$ cat src/mmcd_pkg.sv
// ----------------------------------------------------------------------------
// mmcd_pkg
// Shared types and constants of the min/max column decimator.
// ----------------------------------------------------------------------------
package mmcd_pkg;

  localparam int MaxColumns = 4096;
  localparam int ColumnCapInt = (MaxColumns < 4096) ? MaxColumns : 4096;
  localparam logic [12:0] ColumnCap = 13'(ColumnCapInt);

  localparam int ColW = 12;
  localparam int RowW = 13;
  localparam int ValW = 16;
  localparam int CfgW = 32;
  localparam int CfgIdxW = 3;
  localparam int OutDataW = 40;
  localparam int InDataW = 48;

  localparam logic signed [RowW-1:0] RowLo = 13'sh1000;
  localparam logic signed [RowW-1:0] RowHi = 13'sh0fff;
  localparam logic signed [ValW-1:0] ValueMax = 16'sh7fff;
  localparam logic signed [ValW-1:0] ValueMin = 16'sh8000;

  localparam logic [31:0] ViewLengthRst = 32'd1;
  localparam logic [12:0] PlotWidthRst = 13'd1024;
  localparam logic [12:0] PlotHeightRst = 13'd512;
  localparam logic signed [ValW-1:0] ValueMinRst = 16'sh8000;
  localparam logic [31:0] RowScaleRst = 32'd65536;

  typedef enum logic [CfgIdxW-1:0] {
    CfgViewLength = 3'd0,
    CfgPlotWidth  = 3'd1,
    CfgPlotHeight = 3'd2,
    CfgValueMin   = 3'd3,
    CfgRowScale   = 3'd4
  } cfg_idx_e;

  typedef enum logic [1:0] {
    DvIdle,
    DvCheck,
    DvIter
  } div_phase_e;

  typedef enum logic [2:0] {
    StIdle,
    StDiv,
    StCheck,
    StRowTop,
    StRowBot,
    StSend,
    StFinish
  } top_state_e;

  typedef struct packed {
    logic            done;
    logic            ovf;
    logic [ColW-1:0] quo;
  } div_res_t;

  typedef struct packed {
    logic                   done;
    logic signed [RowW-1:0] row;
  } row_res_t;

  typedef struct packed {
    logic s_ready;
    logic div_start;
    logic row_start;
    logic row_use_low;
    logic cap_top;
    logic cap_bot;
    logic out_load;
  } ctl_t;

endpackage

$ cat src/mmcd_divider.sv
// ----------------------------------------------------------------------------
// mmcd_divider
// Column index: offset * width / length by restoring division, one quotient
// bit per cycle, with an early overflow check against length << 12.
// ----------------------------------------------------------------------------
module mmcd_divider (
  input  logic                clk_i,
  input  logic                rst_ni,
  input  logic                start_i,
  input  logic [31:0]         offset_i,
  input  logic [12:0]         width_i,
  input  logic [31:0]         length_i,
  output mmcd_pkg::div_res_t  res_o
);

  mmcd_pkg::div_phase_e phase_q, phase_d;
  logic [3:0]  cnt_q, cnt_d;
  logic        done_q, done_d;
  logic [44:0] rem_q, rem_d;
  logic [44:0] dsh_q, dsh_d;
  logic [11:0] quo_q, quo_d;
  logic        ovf_q, ovf_d;
  logic [31:0] len_ext;
  logic [44:0] lim;
  logic        ge;

  always_comb begin
    len_ext = (length_i == 32'd0) ? 32'd1 : length_i;
    lim     = {dsh_q[32:0], 12'b0};
    ge      = 1'b0;
    phase_d = phase_q;
    cnt_d   = cnt_q;
    done_d  = 1'b0;
    rem_d   = rem_q;
    dsh_d   = dsh_q;
    quo_d   = quo_q;
    ovf_d   = ovf_q;
    unique case (phase_q)
      mmcd_pkg::DvIdle: begin
        if (start_i) begin
          rem_d   = 45'(offset_i) * 45'(width_i);
          dsh_d   = {13'b0, len_ext};
          quo_d   = '0;
          ovf_d   = 1'b0;
          phase_d = mmcd_pkg::DvCheck;
        end
      end
      mmcd_pkg::DvCheck: begin
        ge = (rem_q >= lim);
        if (ge) begin
          ovf_d   = 1'b1;
          done_d  = 1'b1;
          phase_d = mmcd_pkg::DvIdle;
        end else begin
          dsh_d   = {dsh_q[33:0], 11'b0};
          cnt_d   = 4'd11;
          phase_d = mmcd_pkg::DvIter;
        end
      end
      mmcd_pkg::DvIter: begin
        ge    = (rem_q >= dsh_q);
        rem_d = ge ? (rem_q - dsh_q) : rem_q;
        quo_d = {quo_q[10:0], ge};
        dsh_d = {1'b0, dsh_q[44:1]};
        cnt_d = cnt_q - 4'd1;
        if (cnt_q == 4'd0) begin
          done_d  = 1'b1;
          phase_d = mmcd_pkg::DvIdle;
        end
      end
      default: phase_d = mmcd_pkg::DvIdle;
    endcase
  end

  always_ff @(posedge clk_i or negedge rst_ni) begin
    if (!rst_ni) begin
      phase_q <= mmcd_pkg::DvIdle;
      cnt_q   <= '0;
      done_q  <= 1'b0;
    end else begin
      phase_q <= phase_d;
      cnt_q   <= cnt_d;
      done_q  <= done_d;
    end
  end

  always_ff @(posedge clk_i) begin
    rem_q <= rem_d;
    dsh_q <= dsh_d;
    quo_q <= quo_d;
    ovf_q <= ovf_d;
  end

  assign res_o.done = done_q;
  assign res_o.ovf  = ovf_q;
  assign res_o.quo  = quo_q;

endmodule

$ cat src/mmcd_row_unit.sv
// ----------------------------------------------------------------------------
// mmcd_row_unit
// Value to display row: offset from value_min, scale by 16.16 factor,
// subtract from the bottom row (height - 1), saturate. Three register stages.
// ----------------------------------------------------------------------------
module mmcd_row_unit (
  input  logic                clk_i,
  input  logic                rst_ni,
  input  logic                start_i,
  input  logic signed [15:0]  value_i,
  input  logic signed [15:0]  vmin_i,
  input  logic [31:0]         scale_i,
  input  logic [12:0]         height_i,
  output mmcd_pkg::row_res_t  res_o
);

  logic               v1_q, v2_q, done_q;
  logic [16:0]        mag_q, mag_d;
  logic               neg1_q, neg1_d;
  logic [48:0]        prod_q, prod_d;
  logic               neg2_q;
  logic signed [12:0] row_q, row_d;
  logic signed [16:0] diff;
  logic signed [34:0] qs;
  logic signed [34:0] rowf;

  always_comb begin
    diff   = $signed({value_i[15], value_i}) - $signed({vmin_i[15], vmin_i});
    neg1_d = diff[16];
    mag_d  = diff[16] ? 17'(-diff) : 17'(diff);
    prod_d = 49'(mag_q) * 49'(scale_i);
    qs     = $signed({2'b00, prod_q[48:16]});
    if (neg2_q) begin
      qs = -qs;
    end
    rowf = $signed({22'b0, height_i}) - 35'sd1 - qs;
    if (rowf < 35'(mmcd_pkg::RowLo)) begin
      row_d = mmcd_pkg::RowLo;
    end else if (rowf > 35'(mmcd_pkg::RowHi)) begin
      row_d = mmcd_pkg::RowHi;
    end else begin
      row_d = rowf[12:0];
    end
  end

  always_ff @(posedge clk_i or negedge rst_ni) begin
    if (!rst_ni) begin
      v1_q   <= 1'b0;
      v2_q   <= 1'b0;
      done_q <= 1'b0;
    end else begin
      v1_q   <= start_i;
      v2_q   <= v1_q;
      done_q <= v2_q;
    end
  end

  always_ff @(posedge clk_i) begin
    mag_q  <= mag_d;
    neg1_q <= neg1_d;
    prod_q <= prod_d;
    neg2_q <= neg1_q;
    row_q  <= row_d;
  end

  assign res_o.done = done_q;
  assign res_o.row  = row_q;

endmodule

$ cat src/min_max_column_decimator.sv
// A sample's path: operand load, overflow check, 12 quotient bits, check, finish;
// s_axis_tready then rises again for the next transfer. A column at or past 4096
// exits the divider after the overflow check. Each bar adds two passes through
// the 3-stage row unit and a send, plus any output stall. A new sample is taken
// only once the last one is through and the block is back in idle.
// Reset: configuration returns to defaults, open column and neighbor clear at once.
// ----------------------------------------------------------------------------
// min_max_column_decimator
// Min/max peak-detect decimation of a trace into vertical display bars.
// ----------------------------------------------------------------------------
module min_max_column_decimator #(
  parameter int MaxColumns = mmcd_pkg::MaxColumns
) (
  input  logic        clk_i,
  input  logic        rst_ni,
  input  logic        cfg_we_i,
  input  logic [2:0]  cfg_index_i,
  input  logic [31:0] cfg_wdata_i,
  input  logic        s_axis_tvalid,
  output logic        s_axis_tready,
  input  logic [47:0] s_axis_tdata,   // value[15:0], offset[47:16]
  input  logic        s_axis_tlast,   // final_sample
  output logic        m_axis_tvalid,
  input  logic        m_axis_tready,
  output logic [39:0] m_axis_tdata,   // bar_column, top_row, bottom_row, is_point
  output logic        m_axis_tlast    // last_bar
);

  localparam int ColumnCapInt = (MaxColumns < 4096) ? MaxColumns : 4096;
  localparam logic [12:0] ColumnCap = 13'(ColumnCapInt);

  mmcd_pkg::top_state_e state_q, state_d;
  mmcd_pkg::ctl_t       ctl;
  mmcd_pkg::div_res_t   div_res;
  mmcd_pkg::row_res_t   row_res;

  logic [31:0]        cfg_len_q;
  logic [12:0]        cfg_pw_q;
  logic [12:0]        cfg_ph_q;
  logic signed [15:0] cfg_vmin_q;
  logic [31:0]        cfg_rs_q;

  logic signed [15:0] value_q;
  logic               fin_q;
  logic [11:0]        col_q;
  logic               emit_last_q;
  logic signed [12:0] top_raw_q, bot_raw_q;

  logic [11:0]        open_col_q;
  logic               col_open_q;
  logic signed [15:0] col_low_q, col_high_q;
  logic [11:0]        prev_col_q;
  logic               prev_valid_q;
  logic signed [12:0] nbr_top_q, nbr_bot_q;

  logic               m_valid_q;
  logic               m_last_q;
  logic [11:0]        m_col_q;
  logic signed [12:0] m_top_q, m_bot_q;
  logic               m_point_q;

  logic [12:0]        pw_lim;
  logic               in_range;
  logic               need_emit;
  logic               out_free;
  logic               adj;
  logic signed [12:0] st_top, st_bot, sw_top, sw_bot;
  logic signed [15:0] row_value;

  mmcd_divider u_div (
    .clk_i    (clk_i),
    .rst_ni   (rst_ni),
    .start_i  (ctl.div_start),
    .offset_i (s_axis_tdata[47:16]),
    .width_i  (cfg_pw_q),
    .length_i (cfg_len_q),
    .res_o    (div_res)
  );

  assign row_value = ctl.row_use_low ? col_low_q : col_high_q;

  mmcd_row_unit u_row (
    .clk_i    (clk_i),
    .rst_ni   (rst_ni),
    .start_i  (ctl.row_start),
    .value_i  (row_value),
    .vmin_i   (cfg_vmin_q),
    .scale_i  (cfg_rs_q),
    .height_i (cfg_ph_q),
    .res_o    (row_res)
  );

  always_comb begin
    pw_lim    = (cfg_pw_q > ColumnCap) ? ColumnCap : cfg_pw_q;
    in_range  = !div_res.ovf && ({1'b0, div_res.quo} < pw_lim);
    need_emit = in_range && col_open_q && (div_res.quo != open_col_q);
    out_free  = !m_valid_q || m_axis_tready;
  end

  // Stretch toward the left neighbor's unstretched bar, then order the rows.
  always_comb begin
    adj    = prev_valid_q && (({1'b0, prev_col_q} + 13'd1) == {1'b0, open_col_q});
    st_top = top_raw_q;
    st_bot = bot_raw_q;
    if (adj) begin
      if (bot_raw_q < nbr_top_q) begin
        st_bot = nbr_top_q;
      end else if (top_raw_q > nbr_bot_q) begin
        st_top = nbr_bot_q;
      end
    end
    if (st_top > st_bot) begin
      sw_top = st_bot;
      sw_bot = st_top;
    end else begin
      sw_top = st_top;
      sw_bot = st_bot;
    end
  end

  always_comb begin
    state_d = state_q;
    unique case (state_q)
      mmcd_pkg::StIdle: begin
        if (s_axis_tvalid) begin
          state_d = mmcd_pkg::StDiv;
        end
      end
      mmcd_pkg::StDiv: begin
        if (div_res.done) begin
          state_d = mmcd_pkg::StCheck;
        end
      end
      mmcd_pkg::StCheck: begin
        state_d = need_emit ? mmcd_pkg::StRowTop : mmcd_pkg::StFinish;
      end
      mmcd_pkg::StRowTop: begin
        if (row_res.done) begin
          state_d = mmcd_pkg::StRowBot;
        end
      end
      mmcd_pkg::StRowBot: begin
        if (row_res.done) begin
          state_d = mmcd_pkg::StSend;
        end
      end
      mmcd_pkg::StSend: begin
        if (out_free) begin
          state_d = emit_last_q ? mmcd_pkg::StIdle : mmcd_pkg::StFinish;
        end
      end
      mmcd_pkg::StFinish: begin
        state_d = (fin_q && col_open_q) ? mmcd_pkg::StRowTop : mmcd_pkg::StIdle;
      end
      default: state_d = mmcd_pkg::StIdle;
    endcase
  end

  always_comb begin
    ctl = '0;
    unique case (state_q)
      mmcd_pkg::StIdle: begin
        ctl.s_ready   = 1'b1;
        ctl.div_start = s_axis_tvalid;
      end
      mmcd_pkg::StCheck:  ctl.row_start = need_emit;
      mmcd_pkg::StFinish: ctl.row_start = fin_q && col_open_q;
      mmcd_pkg::StRowTop: begin
        ctl.cap_top     = row_res.done;
        ctl.row_start   = row_res.done;
        ctl.row_use_low = 1'b1;
      end
      mmcd_pkg::StRowBot: ctl.cap_bot  = row_res.done;
      mmcd_pkg::StSend:   ctl.out_load = out_free;
      default: ctl = '0;
    endcase
  end

  always_ff @(posedge clk_i or negedge rst_ni) begin
    if (!rst_ni) begin
      state_q <= mmcd_pkg::StIdle;
    end else begin
      state_q <= state_d;
    end
  end

  always_ff @(posedge clk_i or negedge rst_ni) begin
    if (!rst_ni) begin
      cfg_len_q  <= mmcd_pkg::ViewLengthRst;
      cfg_pw_q   <= mmcd_pkg::PlotWidthRst;
      cfg_ph_q   <= mmcd_pkg::PlotHeightRst;
      cfg_vmin_q <= mmcd_pkg::ValueMinRst;
      cfg_rs_q   <= mmcd_pkg::RowScaleRst;
    end else if (cfg_we_i) begin
      unique case (mmcd_pkg::cfg_idx_e'(cfg_index_i))
        mmcd_pkg::CfgViewLength: cfg_len_q  <= cfg_wdata_i;
        mmcd_pkg::CfgPlotWidth:  cfg_pw_q   <= cfg_wdata_i[12:0];
        mmcd_pkg::CfgPlotHeight: cfg_ph_q   <= cfg_wdata_i[12:0];
        mmcd_pkg::CfgValueMin:   cfg_vmin_q <= cfg_wdata_i[15:0];
        mmcd_pkg::CfgRowScale:   cfg_rs_q   <= cfg_wdata_i;
        default: ;
      endcase
    end
  end

  always_ff @(posedge clk_i or negedge rst_ni) begin
    if (!rst_ni) begin
      open_col_q   <= '0;
      col_open_q   <= 1'b0;
      col_low_q    <= mmcd_pkg::ValueMax;
      col_high_q   <= mmcd_pkg::ValueMin;
      prev_col_q   <= '0;
      prev_valid_q <= 1'b0;
      nbr_top_q    <= '0;
      nbr_bot_q    <= '0;
      emit_last_q  <= 1'b0;
    end else begin
      if (state_q == mmcd_pkg::StCheck) begin
        emit_last_q <= 1'b0;
        if (in_range && !need_emit) begin
          if (!col_open_q) begin
            open_col_q <= div_res.quo;
            col_open_q <= 1'b1;
            col_low_q  <= value_q;
            col_high_q <= value_q;
          end else begin
            if (value_q < col_low_q) begin
              col_low_q <= value_q;
            end
            if (value_q > col_high_q) begin
              col_high_q <= value_q;
            end
          end
        end
      end
      if (state_q == mmcd_pkg::StFinish && fin_q) begin
        if (col_open_q) begin
          emit_last_q <= 1'b1;
        end else begin
          col_low_q    <= mmcd_pkg::ValueMax;
          col_high_q   <= mmcd_pkg::ValueMin;
          prev_valid_q <= 1'b0;
        end
      end
      if (ctl.out_load) begin
        nbr_top_q    <= top_raw_q;
        nbr_bot_q    <= bot_raw_q;
        prev_col_q   <= open_col_q;
        prev_valid_q <= 1'b1;
        if (emit_last_q) begin
          col_open_q   <= 1'b0;
          col_low_q    <= mmcd_pkg::ValueMax;
          col_high_q   <= mmcd_pkg::ValueMin;
          prev_valid_q <= 1'b0;
        end else begin
          open_col_q <= col_q;
          col_open_q <= 1'b1;
          col_low_q  <= value_q;
          col_high_q <= value_q;
        end
      end
    end
  end

  always_ff @(posedge clk_i) begin
    if (ctl.div_start) begin
      value_q <= s_axis_tdata[15:0];
      fin_q   <= s_axis_tlast;
    end
    if (state_q == mmcd_pkg::StCheck) begin
      col_q <= div_res.quo;
    end
    if (ctl.cap_top) begin
      top_raw_q <= row_res.row;
    end
    if (ctl.cap_bot) begin
      bot_raw_q <= row_res.row;
    end
    if (ctl.out_load) begin
      m_col_q   <= open_col_q;
      m_top_q   <= sw_top;
      m_bot_q   <= sw_bot;
      m_point_q <= (sw_top == sw_bot);
      m_last_q  <= emit_last_q;
    end
  end

  always_ff @(posedge clk_i or negedge rst_ni) begin
    if (!rst_ni) begin
      m_valid_q <= 1'b0;
    end else if (ctl.out_load) begin
      m_valid_q <= 1'b1;
    end else if (m_axis_tready) begin
      m_valid_q <= 1'b0;
    end
  end

  assign s_axis_tready = ctl.s_ready;
  assign m_axis_tvalid = m_valid_q;
  assign m_axis_tlast  = m_last_q;
  assign m_axis_tdata  = {1'b0, m_point_q, m_bot_q, m_top_q, m_col_q};

`ifndef NO_ASSERTIONS
  a_rows_ordered: assert property (@(posedge clk_i) disable iff (!rst_ni)
    m_valid_q |-> (m_top_q <= m_bot_q))
    else $error("bar rows out of order");

  a_last_clears: assert property (@(posedge clk_i) disable iff (!rst_ni)
    (ctl.out_load && emit_last_q) |=> (!col_open_q && !prev_valid_q))
    else $error("final bar left column state behind");

  a_div_owned: assert property (@(posedge clk_i) disable iff (!rst_ni)
    div_res.done |-> (state_q == mmcd_pkg::StDiv))
    else $error("divider finished outside the divide state");
`endif

endmodule
$ cat config.mk
export PLATFORM = sky130hd
export DESIGN_NAME = min_max_column_decimator
export DESIGN_NICKNAME = d
export VERILOG_FILES = /design/src/mmcd_pkg.sv /design/src/mmcd_divider.sv /design/src/mmcd_row_unit.sv /design/src/min_max_column_decimator.sv
export SDC_FILE = /design/constraint.sdc
export NUM_CORES = 2
export LEC_CHECK = 0
export BUFFER_PORTS_ARGS = -buffer_cell sky130_fd_sc_hd__buf_2
export CORE_MARGIN = 2
export CORE_UTILIZATION = 40
export DETAILED_ROUTE_END_ITERATION = 10
export MAX_ROUTING_LAYER = met4
export PLACE_DENSITY = 0.55
export REMOVE_ABC_BUFFERS = 1
export SYNTH_ARGS = -nofsm -noshare
export SYNTH_HDL_FRONTEND = slang
export SYNTH_SLANG_ARGS = --single-unit
$ cat constraint.sdc
create_clock -name clk_i -period 7.6 [get_ports clk_i]
set_clock_uncertainty 0.2 [all_clocks]
set_input_delay 1.52 -clock clk_i [delete_from_list [all_inputs] [get_ports clk_i]]
set_output_delay 1.52 -clock clk_i [all_outputs]
set_load 0.01 [all_outputs]
## Word level (Yosys, flattened, before mapping)

Cells that the tools add are included.
Widths: inputs -> output; s select.

| operators by class | value |
|---|---|
| bitwise operators | 0 |
| magnitude comparators | 11 |
| mux-type cells | 80 |
| multipliers | 2 |
| add/subtract/negate cells | 8 |
| equality and inequality tests | 26 |
| reduce and logical (&&, ||, !) cells | 38 |
| div/mod/pow operators | 0 |
| shift-type cells | 0 |

Operators by type and width:

| cell | count |
|---|---|
| $mux 16 | 18 |
| $mux 45 | 4 |
| $pmux 45 s3 | 1 |
| $mux 13 | 9 |
| $ge 45x45->1 | 2 |
| $pmux 45 s2 | 1 |
| $mux 12 | 6 |
| $mul 17x32->49 | 1 |
| $mul 32x13->45 | 1 |
| $sub 45x45->45 | 1 |
| $gt 35x13->1 const B | 1 |
| $lt 35x13->1 const B | 1 |
| $mux 35 | 1 |
| $neg 33->35 | 1 |
| $sub 35x35->35 | 1 |
| $logic_not 32->1 | 1 |
| $mux 32 | 1 |
| $gt 13x13->1 | 2 |
| $pmux 12 s2 | 1 |
| $mux 3 | 7 |
| $pmux 3 s7 | 1 |
| $reduce_and 2->1 | 10 |
| $mux 1 | 18 |
| $neg 17->17 | 1 |
| other kinds (35) | 74 |

| storage, ports and cells | value |
|---|---|
| bits in writable memories | 0 |
| flip-flop bits (word level) | 484 |
| word-level logic and storage cells | 207 |
| bits in latches | 0 |
| bits of input ports | 89 |
| output and inout port bits | 43 |
| memories | 0 |
| bits in read-only memories | 0 |

## Longest topological paths before layout

| depth | value |
|---|---|
| depth in word-level cells | 13 |
| mapped depth | 27 |
| depth with buffers taken out | 25 |

## Hierarchy

From an unflattened synthesis, not the netlist that was laid out.

| unflattened totals | value |
|---|---|
| cells, all modules | 6193 |
| area total of the unflattened synthesis | 57835.5 um2 |

By module, submodules not included:

| module | area an instance (um2) | cells each | instances |
|---|---|---|---|
| mmcd_row_unit | 22044.9 | 2548 | 1 |
| mmcd_divider | 21551.9 | 2465 | 1 |
| min_max_column_decimator | 14238.7 | 1180 | 1 |

## Worst setup path after synthesis

OpenSTA, ideal clock, no wires.

| timing | value |
|---|---|
| path type | input to register |
| start | input s_axis_tdata[21] |
| end | register u_div.rem_q[44] (data pin) |
| library setup time | 260 ps |
| slack | -49 ps |
| stages | 22 |
| arrival | 7189 ps |
| required time | 7140 ps |
| buffers on the path | 1 |
| path through | clkbuf_1 nand2_1 fa_1 inv_1 fa_1 fa_1 inv_1 fa_1 fa_1 inv_1 ha_1 a21oi_1 nor2_1 or4_1 a31oi_1 o21bai_1 a311oi_1 o21ai_1 a31oi_1 o31ai_1 xnor2_1 mux2_2 |

| on the way | value |
|---|---|
| word-level cells in the longest chain between the ends | 3 |

Ends and longest elaborated chain:

| what | RTL line | RTL |
|---|---|---|
| start: declaration | min_max_column_decimator.sv:21 | `input logic [47:0] s_axis_tdata,` |
| $mul 32x13->45 | mmcd_divider.sv:41 | `rem_d = 45'(offset_i) * 45'(width_i);` |
| $mux 45 | mmcd_divider.sv:40 | `if (start_i) begin` |
| $pmux 45 s2 | mmcd_divider.sv:38 | `unique case (phase_q)` |
| via u_div.rem_d[44] | mmcd_divider.sv:19 | `logic [44:0] rem_q, rem_d;` |
| end signal: assignment | mmcd_divider.sv:88 | `rem_q <= rem_d;` |
| end: declaration | mmcd_divider.sv:19 |  |

The timed path passes the listed nets, and every way through them passes these cells. The select of a mux whose other input is x is not followed.
A chain may end at the register's enable or synchronous reset.

## Worst setup path in the final report

| timing | value |
|---|---|
| start | register cfg_rs_q[9] |
| end | register u_row.prod_q[42] |

| on the way | value |
|---|---|
| word-level cells in the longest chain between the ends | 1 |

Ends and longest elaborated chain:

| what | RTL line | RTL |
|---|---|---|
| start: declaration | min_max_column_decimator.sv:41 | `logic [31:0] cfg_rs_q;` |
| start signal: assignment | min_max_column_decimator.sv:193 | `cfg_rs_q <= mmcd_pkg::RowScaleRst;` |
| start signal: assignment | min_max_column_decimator.sv:200 | `mmcd_pkg::CfgRowScale: cfg_rs_q <= cfg_wdata_i;` |
| $mul 17x32->49 | mmcd_row_unit.sv:31 | `prod_d = 49'(mag_q) * 49'(scale_i);` |
| via u_row.prod_d[42] | mmcd_row_unit.sv:20 | `logic [48:0] prod_q, prod_d;` |
| end signal: assignment | mmcd_row_unit.sv:61 | `prod_q <= prod_d;` |
| end: declaration | mmcd_row_unit.sv:20 |  |

The timed path passes the listed nets, and every way through them passes these cells.

==> flow_summary_export.csv <==
group,metric,value,unit
detailed_routing,drtAntennaViolNets,0,
yosys,ys_warn_count,0,
clock_network,htreeDepth,2,
clock_network,clock-sinks,468,
floorplanning,rows,137,
clock_network,cts_tree,"done",
detailed_routing,dr.pass1.iters,5,
clock_network,cts-root-buf,"clkbuf_16",
timing,slew_headroom,0.1991,
cells_and_area,final_cell_mix,"1082 x inv_1, 821 x nand2_1, 780 x fa_1",
timing,setup-tns-final,0,ps
min_path,hp-start,"u_row.v1_q",
yosys,synthArstFlopShare,0.4380,
detailed_routing,wl_per_cell,17.88,um
cells_and_area,postLayoutCoreUtil,0.4436,
clock_network,cts_made_buffers,56,
timing,min_period_over_period,0.9612,
detailed_routing,drt-vias-per-instance,5.101,
global_route,grt_use_total,0.2107,
critical_path,worst_setup_path_end_kind,"flop",
yosys,synth-edff-count,198,
timing,setup_viol,0,
cells_and_area,nets,7430,
timing,layout_min_cycle_time,7305,ps
critical_path,crit_required,7930,ps
critical_path,cp_max_fo,12,
floorplanning,start_util,0.4027,
placement,dp_hpwl,116900,um
floorplanning,die_w,378.6,um
yosys,ys_types,87,
clock_network,cts_buffer_depth,3,
cells_and_area,syn2layout_area_growth,10.16,%
run,drv_cap,0,
timing,finalHoldViolations,0,
timing,grt_setup_unrepaired,"no",
detailed_routing,finalWirelength,144100,um
timing,slew_viol_final,0,
detailed_routing,initialDrtViolationCount,2310,
critical_path,rr_worst_depth,26,
placement,globalplace.congestion,0.9010,
timing,timing.fmax,136.9,MHz
cells_and_area,drive_gt1_frac,0.1023,
floorplanning,dieArea,0.1433,mm^2
detailed_routing,drc,0,
clock_network,clkLatencyLatePin,660,ps
clock_network,holdBufCountCts,0,
yosys,syn_area,0.05612,mm^2
critical_path,critPathKind,"flop to flop",
min_path,min_path_type,"flop to flop",
critical_path,cp.arrival,7630,ps
floorplanning,die_h,378.6,um
detailed_routing,route.vias.total,41110,
floorplanning,pin_count,132,
yosys,synth_ff_type,"edfxtp_1",
clock_network,clkSlewWorstSetupHoldPaths,60,ps
critical_path,timing.rr.end,"u_row.prod_q[42]",
critical_path,r2r_start,"cfg_rs_q[9]",
global_route,overflow,0,
yosys,synth.avg_cell_area,9.369,um^2
placement,dpl-instance-area,0.05991,mm^2
run_status,status,"finished, final reports clean",
yosys,seq_area_frac_synth,0.2210,
critical_path,ff2ff_setup_slack,290,ps
min_path,hold_end,"u_row.v2_q",
timing,tightest_slew,1197,ps
global_route,grt_pass1_vias,41650,
cells_and_area,final_cell_area,0.06182,mm^2
cells_and_area,layout_commonest_cell,"inv_1",
critical_path,setup.worst_path.start_class,"flop",
global_route,grt_pass1_wl,232300,um
placement,io_buffers,130,
global_route,grt_start_max_net_pins,132,
min_path,whs_path_depth,0,
global_route,grt_antenna_before_repair,2,
floorplanning,core_area,0.1394,mm^2
yosys,synthCells,5990,
yosys,ys_ff_latch,468,
[layout make-up]
class / count / area [um^2]
diodes: 5 / 12.51
clock buffers: 73 / 1640
clock inverters: 32 / 237.7
fillers: 13550 / 77540
inverters: 1084 / 4069
multi-input cells: 4178 / 38740
flip-flops and latches: 468 / 12420
well taps: 1876 / 2347
repair buffers: 343 / 2360
[cell families (layout without fill, tap and decap cells)]
logic type	count (synthesis)	count (layout)	share of synthesized area
fa+ha+maj	1210	1210	0.3741
mux	189	189	0.03623
xor+xnor	223	223	0.03480
buf+inv	1344	1532	0.09023
flops	468	468	0.2210
compound gates	838	838	0.09632
simple gates	1717	1717	0.1472
other cells	1	6	0.00006682
[repair_timing]
action	in CTS	in global routing
setup endpoints to repair	0	10
setup buffers	0	0
resized for setup	0	12
[routing by layer]
layer	global-route usage	wire length (um)	up-vias
met3	0.02462	6698	170
met4	0.04548	3020	0
li1	-	-	19370
met1	0.2964	68040	20750
met5	-	0	-
met2	0.3272	66310	828
[metrics by stage]
step           hold WS (ps)  instances  setup slack [ps]
2_1_floorplan         109.6       5730           -0.9757
3_3_place_gp          132.6       7949            -248.6
3_5_place_dp          136.4       7949            -269.0
4_1_cts               150.2       8054             155.6
5_1_grt               174.2       8054            0.4388
6_report              145.6       8059             294.8
[how the worst max path moves through the flow]
stage | from | slack, ps | to | cells past startpoint
detailed placement | s_axis_tdata[24] | -270 | u_div.rem_q[44] | 23
floorplan | u_div.phase_q[0] | -1 | u_div.rem_q[0] | 4
finish | cfg_rs_q[9] | 290 | u_row.prod_q[42] | 26
global placement | s_axis_tdata[21] | -250 | u_div.rem_q[44] | 24
CTS | cfg_rs_q[11] | 160 | u_row.prod_q[42] | 24
global route | cfg_rs_q[16] | 0.4 | u_row.prod_q[42] | 23
[flip-flops by register name (all words and copies together) (netlist names), 16 cells and up]
name          count
col_low_q        16
u_row.prod_q     33
u_row.mag_q      17
cfg_rs_q         32
cfg_vmin_q       16
cfg_len_q        32
col_high_q       16
u_div.rem_q      45
u_div.dsh_q      45
value_q          16
[cells in the mapped netlist, drive strengths merged (15+ instances only)]
master | instances | area (um^2)
xor2 | 112 | 980.9
a22oi | 36 | 270.3
or3 | 17 | 106.4
and2 | 384 | 2405
a21oi | 233 | 1204
edfxtp | 198 | 5946
dfxtp | 65 | 1301
nor3 | 43 | 236.5
clkbuf | 249 | 934.7
and3 | 19 | 118.9
a31oi | 19 | 118.9
ha | 430 | 5380
o21bai | 16 | 120.1
mux2 | 113 | 1272
o21ai | 196 | 980.9
a21o | 118 | 885.9
dfrtp | 184 | 4604
nand3 | 51 | 255.2
o22a | 15 | 131.4
a22o | 15 | 131.4
mux2i | 76 | 760.7
dfstp | 21 | 551.8
nor4 | 19 | 125.1
inv | 1084 | 4069
xnor2 | 111 | 972.2
nor2b | 49 | 306.5
nand4 | 46 | 287.8
nor2 | 173 | 649.4
or4 | 15 | 112.6
a211oi | 20 | 155.1
o211ai | 17 | 127.6
fa | 780 | 15610
nand2b | 30 | 187.7
o31ai | 24 | 185.2
o21a | 36 | 270.3
nand2 | 821 | 3082
[critical path, stage by stage, from the launching register on]
cell       delay [ps]
dfrtp_1           530
buf_12            230
and2_1            170
fa_1              540
inv_1              50
fa_1              450
fa_1              520
inv_1              60
fa_1              490
fa_1              500
inv_1              50
fa_1              480
inv_1              50
ha_1              300
and3_1            220
and4_1            200
o21ai_0           180
a211oi_1          140
buf_4             180
o2111ai_1         280
o21ai_2           120
a31oi_1           330
a21boi_1          170
buf_4             180
o311a_1           280
nor2_1            110
xnor2_1           180
Power is not shown: default switching activity piles up to over one toggle a cycle in this logic, so the estimate is an artifact.
